`config.mk`:
```
export PLATFORM = sky130hd
export DESIGN_NAME = ascii_integer_parser_top
export DESIGN_NICKNAME = d
export VERILOG_FILES = /design/src/rtl/core/aip_pkg.sv /design/src/rtl/core/aip_step.sv /design/src/rtl/core/aip_accum.sv /design/src/rtl/core/aip_out.sv /design/src/rtl/core/ascii_integer_parser_top.sv
export SDC_FILE = /design/constraint.sdc
export NUM_CORES = 1
export LEC_CHECK = 0
export ABC_AREA = 1
export BUFFER_PORTS_ARGS = -buffer_cell sky130_fd_sc_hd__buf_4
export CAP_MARGIN = 20
export CORE_UTILIZATION = 35
export CTS_CLUSTER_SIZE = 40
export DETAILED_ROUTE_END_ITERATION = 7
export GPL_ROUTABILITY_DRIVEN = 0
export PLACE_DENSITY = 0.6
export SETUP_SLACK_MARGIN = 0.4
export SYNTH_ARGS = -nofsm -noshare
export SYNTH_HDL_FRONTEND = slang
export SYNTH_SLANG_ARGS = --single-unit
```
`constraint.sdc`:
```
create_clock -name clk -period 5.6 [get_ports clk]
set_clock_uncertainty 0.2 [all_clocks]
set_input_delay 1.12 -clock clk [delete_from_list [all_inputs] [get_ports clk]]
set_output_delay 1.12 -clock clk [all_outputs]
set_load 0.02 [all_outputs]
```
`src/rtl/core/aip_pkg.sv`:
```
// Package for the ASCII integer parser: parse phase codes, character codes,
// parser state and result types. No dependencies.
package aip_pkg;

  localparam int unsigned ACC_W = 64;

  typedef enum logic [2:0] {
    PH_LEAD   = 3'd0,
    PH_SIGNED = 3'd1,
    PH_ZERO   = 3'd2,
    PH_DEC    = 3'd3,
    PH_OCT    = 3'd4,
    PH_HEX    = 3'd5,
    PH_DONE   = 3'd6
  } phase_t;

  localparam logic [7:0] CH_SPACE = 8'h20;
  localparam logic [7:0] CH_TAB   = 8'h09;
  localparam logic [7:0] CH_PLUS  = 8'h2b;
  localparam logic [7:0] CH_MINUS = 8'h2d;
  localparam logic [7:0] CH_ZERO  = 8'h30;
  localparam logic [7:0] CH_SEVEN = 8'h37;
  localparam logic [7:0] CH_NINE  = 8'h39;
  localparam logic [7:0] CH_LA    = 8'h61;
  localparam logic [7:0] CH_LF    = 8'h66;
  localparam logic [7:0] CH_UA    = 8'h41;
  localparam logic [7:0] CH_UF    = 8'h46;
  localparam logic [7:0] CH_LX    = 8'h78;
  localparam logic [7:0] CH_UX    = 8'h58;
  localparam logic [7:0] HEX_TEN  = 8'd10;

  typedef struct packed {
    phase_t             phase;
    logic               neg;
    logic [ACC_W-1:0]   acc;
  } parse_state_t;

  typedef struct packed {
    logic               neg;
    logic [ACC_W-1:0]   mag;
  } aip_result_t;

  localparam parse_state_t ST_IDLE = '{phase: PH_LEAD, neg: 1'b0, acc: '0};

endpackage

```
`src/rtl/core/aip_step.sv`:
```
// Next-state logic of the parser for one character: classify the character
// and shift-add the digit into the accumulator. Depends on aip_pkg.
module aip_step
  import aip_pkg::*;
(
  input  logic [7:0]   char_code,
  input  parse_state_t cur,
  output parse_state_t nxt
);

  logic             is_blank;
  logic             is_dec;
  logic             is_oct;
  logic             is_hex;
  logic [3:0]       dec_d;
  logic [3:0]       hex_d;
  logic [ACC_W-1:0] acc_x8;
  logic [ACC_W-1:0] acc_x10;
  logic [ACC_W-1:0] acc_x16;

  always_comb begin
    is_blank = (char_code == CH_SPACE) || (char_code == CH_TAB);
    is_dec   = (char_code >= CH_ZERO) && (char_code <= CH_NINE);
    is_oct   = (char_code >= CH_ZERO) && (char_code <= CH_SEVEN);
    dec_d    = 4'(char_code - CH_ZERO);
    is_hex   = 1'b1;
    if (is_dec) begin
      hex_d = dec_d;
    end else if ((char_code >= CH_LA) && (char_code <= CH_LF)) begin
      hex_d = 4'(char_code - CH_LA + HEX_TEN);
    end else if ((char_code >= CH_UA) && (char_code <= CH_UF)) begin
      hex_d = 4'(char_code - CH_UA + HEX_TEN);
    end else begin
      hex_d  = 4'd0;
      is_hex = 1'b0;
    end
    acc_x8  = {cur.acc[ACC_W-4:0], 3'b000};
    acc_x10 = {cur.acc[ACC_W-4:0], 3'b000} + {cur.acc[ACC_W-2:0], 1'b0};
    acc_x16 = {cur.acc[ACC_W-5:0], 4'b0000};

    nxt = cur;
    case (cur.phase)
      PH_LEAD, PH_SIGNED: begin
        if (is_blank) begin
          nxt.phase = cur.phase;
        end else if ((cur.phase == PH_LEAD) &&
                     ((char_code == CH_MINUS) || (char_code == CH_PLUS))) begin
          nxt.neg   = (char_code == CH_MINUS);
          nxt.phase = PH_SIGNED;
        end else if (char_code == CH_ZERO) begin
          nxt.phase = PH_ZERO;
        end else if (is_dec) begin
          nxt.acc   = {{(ACC_W-4){1'b0}}, dec_d};
          nxt.phase = PH_DEC;
        end else begin
          nxt.phase = PH_DONE;
        end
      end
      PH_ZERO: begin
        if ((char_code == CH_LX) || (char_code == CH_UX)) begin
          nxt.phase = PH_HEX;
        end else if (is_oct) begin
          nxt.acc   = acc_x8 + {{(ACC_W-4){1'b0}}, dec_d};
          nxt.phase = PH_OCT;
        end else begin
          nxt.phase = PH_DONE;
        end
      end
      PH_DEC: begin
        if (is_dec) begin
          nxt.acc = acc_x10 + {{(ACC_W-4){1'b0}}, dec_d};
        end else begin
          nxt.phase = PH_DONE;
        end
      end
      PH_OCT: begin
        if (is_oct) begin
          nxt.acc = acc_x8 + {{(ACC_W-4){1'b0}}, dec_d};
        end else begin
          nxt.phase = PH_DONE;
        end
      end
      PH_HEX: begin
        if (is_hex) begin
          nxt.acc = acc_x16 + {{(ACC_W-4){1'b0}}, hex_d};
        end else begin
          nxt.phase = PH_DONE;
        end
      end
      default: begin
        nxt.phase = PH_DONE;
      end
    endcase
  end

endmodule

```
`src/rtl/core/aip_accum.sv`:
```
// Input register and parser state: takes one character beat per cycle unless a last beat waits
// on a full result stage, and hands the finished magnitude and sign on. Depends on aip_pkg, aip_step.
module aip_accum
  import aip_pkg::*;
(
  input  logic        clk,
  input  logic        rst,
  input  logic        char_valid,
  output logic        char_stall,
  input  logic [7:0]  char_code,
  input  logic        end_of_text,
  output logic        res_valid,
  output aip_result_t res,
  input  logic        res_take
);

  logic         a_valid;
  logic [7:0]   a_char;
  logic         a_last;
  parse_state_t st;
  parse_state_t st_next;
  logic         c_free;
  logic         a_consume;
  logic         a_free;

  aip_step u_step (
    .char_code (a_char),
    .cur       (st),
    .nxt       (st_next)
  );

  assign c_free     = !res_valid || res_take;
  assign a_consume  = a_valid && (!a_last || c_free);
  assign a_free     = !a_valid || a_consume;
  assign char_stall = !a_free;

  always_ff @(posedge clk) begin
    if (rst) begin
      a_valid   <= 1'b0;
      st        <= ST_IDLE;
      res_valid <= 1'b0;
    end else begin
      if (a_free) begin
        a_valid <= char_valid;
      end
      if (a_consume) begin
        st <= a_last ? ST_IDLE : st_next;
      end
      if (a_consume && a_last) begin
        res_valid <= 1'b1;
      end else if (res_take) begin
        res_valid <= 1'b0;
      end
    end
  end

  always_ff @(posedge clk) begin
    if (a_free && char_valid) begin
      a_char <= char_code;
      a_last <= end_of_text;
    end
    if (a_consume && a_last) begin
      res.neg <= st_next.neg;
      res.mag <= st_next.acc;
    end
  end

`ifndef SYNTHESIS
  a_prefix_acc_zero: assert property (@(posedge clk) disable iff (rst)
    (st.phase == PH_LEAD || st.phase == PH_SIGNED || st.phase == PH_ZERO) |-> st.acc == '0)
    else $error("accumulator nonzero before first digit");
  a_restart: assert property (@(posedge clk) disable iff (rst)
    (a_consume && a_last) |=> st == ST_IDLE)
    else $error("parser not restarted after last beat");
  a_res_hold: assert property (@(posedge clk) disable iff (rst)
    (res_valid && !res_take) |=> (res_valid && $stable(res)))
    else $error("pending result lost or changed");
  a_last_hold: assert property (@(posedge clk) disable iff (rst)
    (a_valid && a_last && !c_free) |=> (a_valid && a_last && $stable(a_char)))
    else $error("last character dropped while result stage full");
`endif

endmodule

```
`src/rtl/core/aip_out.sv`:
```
// Output register: applies the sign to the finished magnitude and holds the
// result beat until taken. Depends on aip_pkg.
module aip_out
  import aip_pkg::*;
(
  input  logic                    clk,
  input  logic                    rst,
  input  logic                    res_valid,
  input  aip_result_t             res,
  output logic                    res_take,
  output logic                    value_valid,
  input  logic                    value_stall,
  output logic signed [ACC_W-1:0] parsed_value
);

  logic [ACC_W-1:0] neg_mag;

  assign res_take = !value_valid || !value_stall;
  assign neg_mag  = {ACC_W{1'b0}} - res.mag;

  always_ff @(posedge clk) begin
    if (rst) begin
      value_valid <= 1'b0;
    end else if (res_take) begin
      value_valid <= res_valid;
    end
  end

  always_ff @(posedge clk) begin
    if (res_take && res_valid) begin
      parsed_value <= res.neg ? $signed(neg_mag) : $signed(res.mag);
    end
  end

endmodule

```
`src/rtl/core/ascii_integer_parser_top.sv`:
```
// ASCII integer parser: takes one character per beat and accepts a new
// character every cycle unless char_stall holds it back. After leading blanks and
// an optional sign, "0x" or "0X" selects hex, a leading 0 octal, else decimal;
// the first character that does not fit ends the number. The beat that carries
// end_of_text passes the input register, then the result register, and its value
// appears from the output register as a 64-bit two's complement number wrapped
// modulo 2^64. The rate rests on the combinational shift-add of the accumulator;
// negation sits in the output stage. Depends on aip_pkg, aip_accum, aip_out.
module ascii_integer_parser_top
  import aip_pkg::*;
(
  input  logic                    clk,
  input  logic                    rst,
  input  logic                    char_valid,
  output logic                    char_stall,
  input  logic [7:0]              char_code,
  input  logic                    end_of_text,
  output logic                    value_valid,
  input  logic                    value_stall,
  output logic signed [ACC_W-1:0] parsed_value
);

  logic        res_valid;
  aip_result_t res;
  logic        res_take;

  aip_accum u_accum (
    .clk         (clk),
    .rst         (rst),
    .char_valid  (char_valid),
    .char_stall  (char_stall),
    .char_code   (char_code),
    .end_of_text (end_of_text),
    .res_valid   (res_valid),
    .res         (res),
    .res_take    (res_take)
  );

  aip_out u_out (
    .clk          (clk),
    .rst          (rst),
    .res_valid    (res_valid),
    .res          (res),
    .res_take     (res_take),
    .value_valid  (value_valid),
    .value_stall  (value_stall),
    .parsed_value (parsed_value)
  );

endmodule

```
After elaboration in Yosys (flattened, before gate mapping)
Cells that the tools add are included.
- register bits: 209
- input bits: 13
- output and inout port bits: 66
- logic and storage cells: 101
- $add $sub $neg: 10
- order comparisons: 7
- equality and inequality tests: 16
- mux-type cells: 31
- reductions and logical operators: 26
- operators with widths (operator ; number):
    two-way mux 64 bit ; 8
    one-hot mux 64 bit (5 select lines) ; 1
    adder 64 x 4 -> 64 bit ; 3
    two-way mux 68 bit ; 1
    two-way mux 65 bit ; 1
    adder 64 bit ; 1
    subtractor 1 x 64 -> 64 bit (first input constant) ; 1
    equality test 8 x 6 -> 1 bit (second input constant) ; 4
    two-way mux 3 bit ; 8
    equality test 8 x 7 -> 1 bit (second input constant) ; 2
    greater-or-equal comparator 8 x 7 -> 1 bit (second input constant) ; 2
    <= comparator 8 x 6 -> 1 bit (second input constant) ; 2
    <= comparator 8 x 7 -> 1 bit (second input constant) ; 2
    one-hot mux 3 bit (5 select lines) ; 1
    two-way mux 4 bit ; 3
    != test 3 x 2 -> 1 bit (second input constant) ; 4
    subtractor 4 x 1 -> 4 bit (second input constant) ; 3
    logical AND 1 bit ; 9
    adder 4 bit (second input constant) ; 2
    equality test 8 x 4 -> 1 bit (second input constant) ; 1
    greater-or-equal comparator 8 x 6 -> 1 bit (second input constant) ; 1
    logical OR 1 bit ; 7
    two-way mux 1 bit ; 7
    equality test 3 x 2 -> 1 bit (second input constant) ; 2
    8 further kinds ; 14

Logic depth before layout (Yosys ltp)
Gate-level depths: netlist (run 1).
- depth after elaboration: 9
- gate-level depth with buffers: 22
- gate-level depth less buffers: 21

Hierarchy
Synthesis (run 1) repeated with hierarchy kept, for this count alone.
- cell total of the unflattened synthesis: 3139
- area, all modules: 19681.4 um2
- by module, submodules not included (module ; instances ; cells an instance ; area an instance (um2) ; seq. area each (um2)):
    aip_step ; 1 ; 2192 ; 10701.5 ; 0.0
    aip_accum ; 1 ; 387 ; 4662.0 ; 3623.5
    aip_out ; 1 ; 560 ; 4317.9 ; 1941.9

Worst setup path before layout (run 1)
OpenSTA, ideal clock, no wires.
- kind: input to register
- from: input port value_stall
- to: register u_out.parsed_value[0] (enable)
- library setup time: 0.507 ns
- arrival time: 4.251 ns
- required time: 4.893 ns
- setup slack: 0.642 ns
- stages: 1
- buffers on the path: 0
- path through: a21oi_1
- longest elaborated chain between the ends: 3
- ends and longest elaborated chain (element ; line ; text):
    start: declaration ; ascii_integer_parser_top.sv:19 ; input logic value_stall,
    zero test 1 bit ; aip_out.sv:18 ; assign res_take = !value_valid || !value_stall;
    logical OR 1 bit ; aip_out.sv:18 ;
    logical AND 1 bit ; aip_out.sv:30 ; if (res_take && res_valid) begin
    end signal: assignment ; aip_out.sv:31 ; parsed_value <= res.neg ? $signed(neg_mag) : $signed(res.mag);
    end: declaration ; aip_out.sv:13 ; output logic signed [ACC_W-1:0] parsed_value
Every way passes these cells.
A chain may end at the register's enable or synchronous reset.

==> results by group, run 1 <==
Die
  • Die width: 237 microns
  • Die area: 56200 sq um
  • Starting density of the core: 35.6%
  • Std cell rows: 85
  • Io pins: 79
  • Die Height: 237 microns
  • Core area: 54200 sq um

Finish
  • Final nets: 3135
  • Commonest non-fill, non-tap cell in the layout: nand2_1
  • Commonest non-fill, non-tap cells in the layout: 847 x nand2_1, 374 x nor2_1, 337 x inv_1
  • ANT cells: 0
  • Fin cells: 3701
  • Layout area overhead: 9.85%
  • Layout cell share with drive strength beyond 1: 7.12%

Timing
  • Fin. Hold Viols: 0
  • Relative slew slack: 28.4%
  • Max-slew violations: 0
  • Hold_ws: 0.259 ns
  • Final Critical Period: 3.98 ns
  • Setup total negative slack: 0 ns
  • Maximum clock frequency: 251 MHz
  • Final setup fails: 0
  • RSZ-0062 raised after global routing: false
  • Crit share post-route: 71.0%
  • Worst-Margin Slew: 1.07 ns

Drt
  • Residual DRC: 0
  • WL per Instance: 20.2 microns
  • Pre-antenna DRT Iters: 6
  • Final ANT Viol Nets: 0
  • Routed WL: 74600 microns
  • DRT iter0 DRCs: 2431
  • Via density: 5.51
  • Via count: 20400

Clock tree
  • Post-CTS Resized: 0
  • Clk Latency, worst-skew pair: 0.54 ns
  • CTS tree: done
  • TritonCTS Buffers: 21
  • CTS Root Cell: clkbuf_16
  • CTS Buffer Depth: 3
  • H-tree depth: 1
  • CTS Sinks: 209
  • CTS clk-pin slew, worst paths: 0.07 ns
  • Hold buffer count at CTS: 0
  • Post-CTS Setup Bufs: 0

Pwr
  • Clock share of power: 44.1%
  • Sequential share of power: 47.6%
  • Total Power: 3.59 mW
  • Pint: 2.68 mW
  • Logic gate share of total power: 8.3%
  • Leak: 8.94 nW
  • Power Density: 169 nW/um^2
  • Worst vdd ir: 147 uV
  • Sw frac: 25.1%
  • Net switching power figure: 900 uW

Global routing
  • Initial antenna violation count: 0
  • Number of global-route vias before repair: 19200
  • Gr ovfl total: 0
  • Top Usage Layer GRT: met2
  • Total GRT Usage: 26.2%
  • M1 GR Usage: 35.6%
  • Met2 GRT Util: 40.3%
  • Met3 Use GR: 4.21%
  • First-pass GRT wire length: 113000 microns
  • Largest net degree at the start of global routing: 72

Place
  • Hpwl dp: 59700 microns
  • Placed cells: 3664
  • PortBufs: 78

Synthesis
  • Synthesized flop and latch total: 209
  • Netlist cell types: 60
  • EDFF count, synth: 138
  • Post-Syn Area: 19300 sq um
  • Register area share after synthesis: 28.8%
  • Syn. warnings: 0
  • Synth Area per Inst: 6.54 sq um
  • Post-Synthesis Cells: 2957
  • Main synth FF type: edfxtp_1
  • Asr flop ratio synth: 0%
  • Synth Net Count: 3101

Outcome
  • Status: finished clean

Flow run
  • Maximum capacitance violations: 0

Critical path
  • Critical path class: register to register
  • Worst setup EP type: register
  • Crit path max fanout: 9
  • Worst Path Required: 5.76 ns
  • Element type at the critical path start: register
  • CP arrival: 4.14 ns

Hold path
  • Worst hold path class: register to register
registers in the layout, summed over array words and instances, names as in the netlist:
signal / flops
u_accum.res: 65
u_accum.a_last: 1
u_out.parsed_value: 64
u_accum.st: 68
u_accum.a_char: 8
u_accum.res_valid: 1
u_accum.a_valid: 1
u_out.value_valid: 1
Yosys cell counts, types with 3 or more instances:
library cell,count,area [sq um]
nand2_2,8,50.1
o21ai_2,3,26.3
nor2_1,375,1410
nor2_2,10,62.6
ha_1,129,1610
nand3_1,210,1050
buf_6,9,101
o21bai_1,16,120
o21a_1,3,22.5
or2_2,10,62.6
clkbuf_1,36,135
a21oi_1,217,1090
o21ai_1,24,120
nor3_2,7,70.1
o211ai_1,19,143
o21ai_0,92,460
nand3_2,3,30.0
xnor2_1,23,201
and2_1,4,25.0
xor2_1,75,657
nand2_1,847,3180
inv_2,21,78.8
nand3b_1,10,75.1
a21boi_0,9,67.6
nand2_4,5,56.3
dfxtp_1,71,1420
nand4_1,56,350
o22ai_1,27,169
buf_2,26,130
o2111ai_1,4,35.0
buf_4,5,37.5
edfxtp_1,138,4140
o211ai_2,4,50.1
a22oi_1,10,75.1
nor3_1,58,290
nor4_1,20,125
inv_1,339,1270
power by group through the flow:
stage / combinational (mW) / sequential (mW) / clock, mW
6_report: 0.298 / 1.71 / 1.58
5_1_grt: 0.319 / 1.71 / 1.64
4_1_cts: 0.294 / 1.71 / 1.59
3_5_place_dp: 0.292 / 1.74 / 0
3_3_place_gp: 0.293 / 1.74 / 0
2_1_floorplan: 0.181 / 1.74 / 0
cell families (layout without fill, tap and decap cells):
logic type	after synthesis	after routing	synth area share, %
AOI/OAI and AO/OA	446	446	13.2
xor gates and xnor gates	98	98	4.44
adders and majority gates	131	131	8.56
buffers and inverters	442	490	9.24
DFF	209	209	28.8
and+or+nand+nor	1631	1631	35.8
worst max-delay path, stage by stage, from the launching register on:
cell	delay, ns
dfxtp_1	0.67
ha_1	0.33
ha_1	0.39
nand2_1	0.15
nor2_1	0.24
nand2_1	0.16
nor2_1	0.47
nand4_1	0.37
nand4_1	0.20
nand3_1	0.28
a21boi_0	0.30
layer usage:
metal,part of all wire (%),up-vias,routed length (microns)
li1,-,9875,-
met5,0,-,0
met2,42,1034,31600
met1,42,9305,31500
met4,5.2,0,3870
met3,10,193,7620
layout make-up:
cell class | instances | area (sq um)
Multi-Input combinational cell | 2306 | 12000
Inverter | 362 | 1360
Sequential cell | 209 | 5570
Timing Repair Buffer | 91 | 683
Clock inverter | 13 | 205
Fill cell | 5875 | 33000
Clock buffer | 24 | 547
Tap cell | 696 | 871
worst paths after layout:
path                            to  slack, ns  cells past startpoint            from
min          u_out.parsed_value[0]       0.26                      0  u_accum.res[0]
max                u_accum.res[37]       1.62                     10  u_accum.st[31]
min reg2reg  u_out.parsed_value[0]       0.26                      0  u_accum.res[0]
max reg2reg        u_accum.res[37]       1.62                     10  u_accum.st[31]
metrics by stage:
stage                     utilization [%]  worst slack (ns)  instance area [sq um]
final                                39.1              1.62                  21200
after global routing                 39.1              1.54                  21200
after CTS                            39.1              1.75                  21200
after detailed placement             37.8              1.76                  20500
after global placement               37.8              1.69                  20500
after floorplan                         -             0.642                  19300
(Power assumes the default switching activity.)
==> inputs of run 2 (changes only) <==
- PLACE_DENSITY: 0.6 -> 0.62
- clock period: 5.6 -> 3.2 ns (I/O delays scaled with it)
==> results by group, run 2 (synthesis gave the netlist of run 1 again) <==
Timing
  • Fin. Hold Viols: 0
  • Relative slew slack: 39.1%
  • Maximum clock frequency: 324 MHz
  • Crit share post-route: 96.4%
  • Max-slew violations: 0
  • RSZ-0062 raised after global routing: true
  • Final Critical Period: 3.09 ns
  • Setup ws final: 0.114 ns
  • Setup total negative slack: 0 ns
  • Worst-Margin Slew: 0.910 ns
  • Final setup fails: 0

Clock tree
  • CTS Sinks: 209
  • CTS clk-pin slew, worst paths: 0.07 ns
  • CTS Buffer Depth: 3
  • TritonCTS Buffers: 22
  • CTS Root Cell: clkbuf_16
  • Hold buffer count at CTS: 0
  • CTS tree: done
  • Clk Latency, worst-skew pair: 0.54 ns
  • H-tree depth: 1

Critical path
  • R2R setup slack: 0.11 ns
  • Worst Path Required: 3.38 ns
  • Element type at the critical path start: register
  • Cell count of the worst reg-to-reg path: 16
  • Critical path class: register to register
  • Crit path max fanout: 5
  • Worst setup EP type: register
  • Worst flop-to-flop path endpoint: u_accum.st[28]
  • Worst r2r src: u_accum.a_char[3]
  • CP arrival: 3.27 ns

Finish
  • Commonest non-fill, non-tap cell in the layout: nand2_1
  • Layout area overhead: 30.5%
  • Layout cell share with drive strength beyond 1: 25.5%
  • Commonest non-fill, non-tap cells in the layout: 744 x nand2_1, 329 x nor2_1, 325 x inv_1
  • Biggest register: u_accum.st
  • Biggest regs: u_accum.st (68), u_accum.res (65), u_out.parsed_value (64)
  • Fin cells: 3928
  • Final nets: 3359
  • Final instance area: 25200 sq um
  • Max reg flops: 68

Drt
  • DRT iter0 DRCs: 2565
  • Routed WL: 78700 microns
  • WL per Instance: 20.0 microns
  • Via density: 5.54
  • Via count: 21700
  • Final ANT Viol Nets: 0
  • Residual DRC: 0
  • Pre-antenna DRT Iters: 8

Place
  • Placed cells: 3848
  • Placed cell areas: 22000 sq um
  • PortBufs: 78
  • Hpwl dp: 61000 microns
  • Pre-CTS setup slack: -0.144 ns

Global routing
  • Total GRT Usage: 26.7%
  • Number of global-route vias before repair: 20200
  • Largest net degree at the start of global routing: 65
  • Gr ovfl total: 0
  • Initial antenna violation count: 1
  • First-pass GRT wire length: 115000 microns

Pwr
  • Leak: 10.7 nW
  • Power Density: 252 nW/um^2
  • Total Power: 6.36 mW
  • Worst vdd ir: 343 uV

Die
  • Io pins: 79
  • Die area: 56200 sq um
  • Die Height: 237 microns
  • Std cell rows: 85
  • Die width: 237 microns
  • Core area: 54200 sq um
  • Starting density of the core: 35.6%

Hold path
  • Hold Startpoint: char_code[3]
  • Hold depth: 1
  • Worst hold path class: input pin to register
  • Hold Crit Endpoint: u_accum.a_char[3]

Flow run
  • Maximum capacitance violations: 0

Outcome
  • Status: finished clean
run 2: changes by cell type in the layout (fill, tap and decap cells not counted), moves of 29 or more:
cell	change
nor2_1	-45
ha_1	-36
nand2_4	+34
a21oi_2	+36
dfxtp_1	-34
nand2_2	+67
a21oi_1	-42
nor2_2	+31
nand2_1	-103
dfxtp_2	+30
buf_4	+195
nand3_4	+29
nand3_1	-66
nand3_2	+37
run 2: area by class of cell:
| type | instances | area [sq um] |
|---|---|---|
| multi-input combinational | 2306 | 14000 |
| fill | 5472 | 29000 |
| antenna | 1 | 2.50 |
| clock buffer | 28 | 624 |
| tap | 696 | 871 |
| inverter | 362 | 1370 |
| clock inverter | 12 | 131 |
| timing repair buffer | 314 | 2580 |
| sequential | 209 | 5620 |
run 2: worst max-delay path by stage:
| stage | cells after the start | slack [ns] | end | startpoint |
|---|---|---|---|---|
| 6_report | 16 | 0.11 | u_accum.st[28] | u_accum.a_char[3] |
| 5_1_grt | 20 | 0.01 | u_accum.st[60] | u_accum.a_char[3] |
| 2_1_floorplan | 13 | 0.40 | u_accum.res[26] | u_accum.a_char[3] |
| 4_1_cts | 20 | 0.16 | u_accum.st[60] | u_accum.st[0] |
| 3_3_place_gp | 15 | -0.18 | u_accum.st[54] | u_accum.st[43] |
| 3_5_place_dp | 15 | -0.14 | u_accum.st[54] | u_accum.st[43] |
run 2: metal layers:
layer  part of all wire [%]  track usage [%]  vias up
met3                     10             3.50      259
met2                     44             42.1     1145
met5                      0                0        -
li1                       -                -    10300
met4                    5.2             12.8        0
met1                     41             36.0    10000
run 2: timing repair:
item | CTS | global route
endpoints found under the setup margin | 124 | 152
pin swaps | 44 | 94
gates resized for setup | 170 | 355
gates cloned | 0 | 1
setup buffers | 9 | 29
run 2: critical path, stage by stage (launching register included):
cell	delay (ns)
edfxtp_1	0.38
inv_2	0.06
fa_1	0.53
inv_2	0.07
fa_2	0.38
nand3_2	0.08
nand2_2	0.07
nand2_2	0.09
nand2_4	0.09
nand2_4	0.07
nand2_4	0.08
nand2_4	0.07
nand3_4	0.08
o21ai_2	0.24
nand4_1	0.26
nand2_1	0.12
a21oi_1	0.06
run 2: through the flow:
stage | util [%] | hold WS [ns]
3_5_place_dp | 40.6 | 0.258
6_report | 46.5 | 0.0729
4_1_cts | 43.4 | 0.0619
3_3_place_gp | 40.6 | 0.254
2_1_floorplan | - | 0.226
5_1_grt | 46.5 | 0.0727
run 2: power breakdown:
group / leakage, nW / total (mW) / internal (mW) / switching [mW]
clock network: 0.361 / 2.73 / 1.56 / 1.17
logic: 8.44 / 0.656 / 0.217 / 0.438
registers: 1.88 / 2.98 / 2.92 / 0.0526
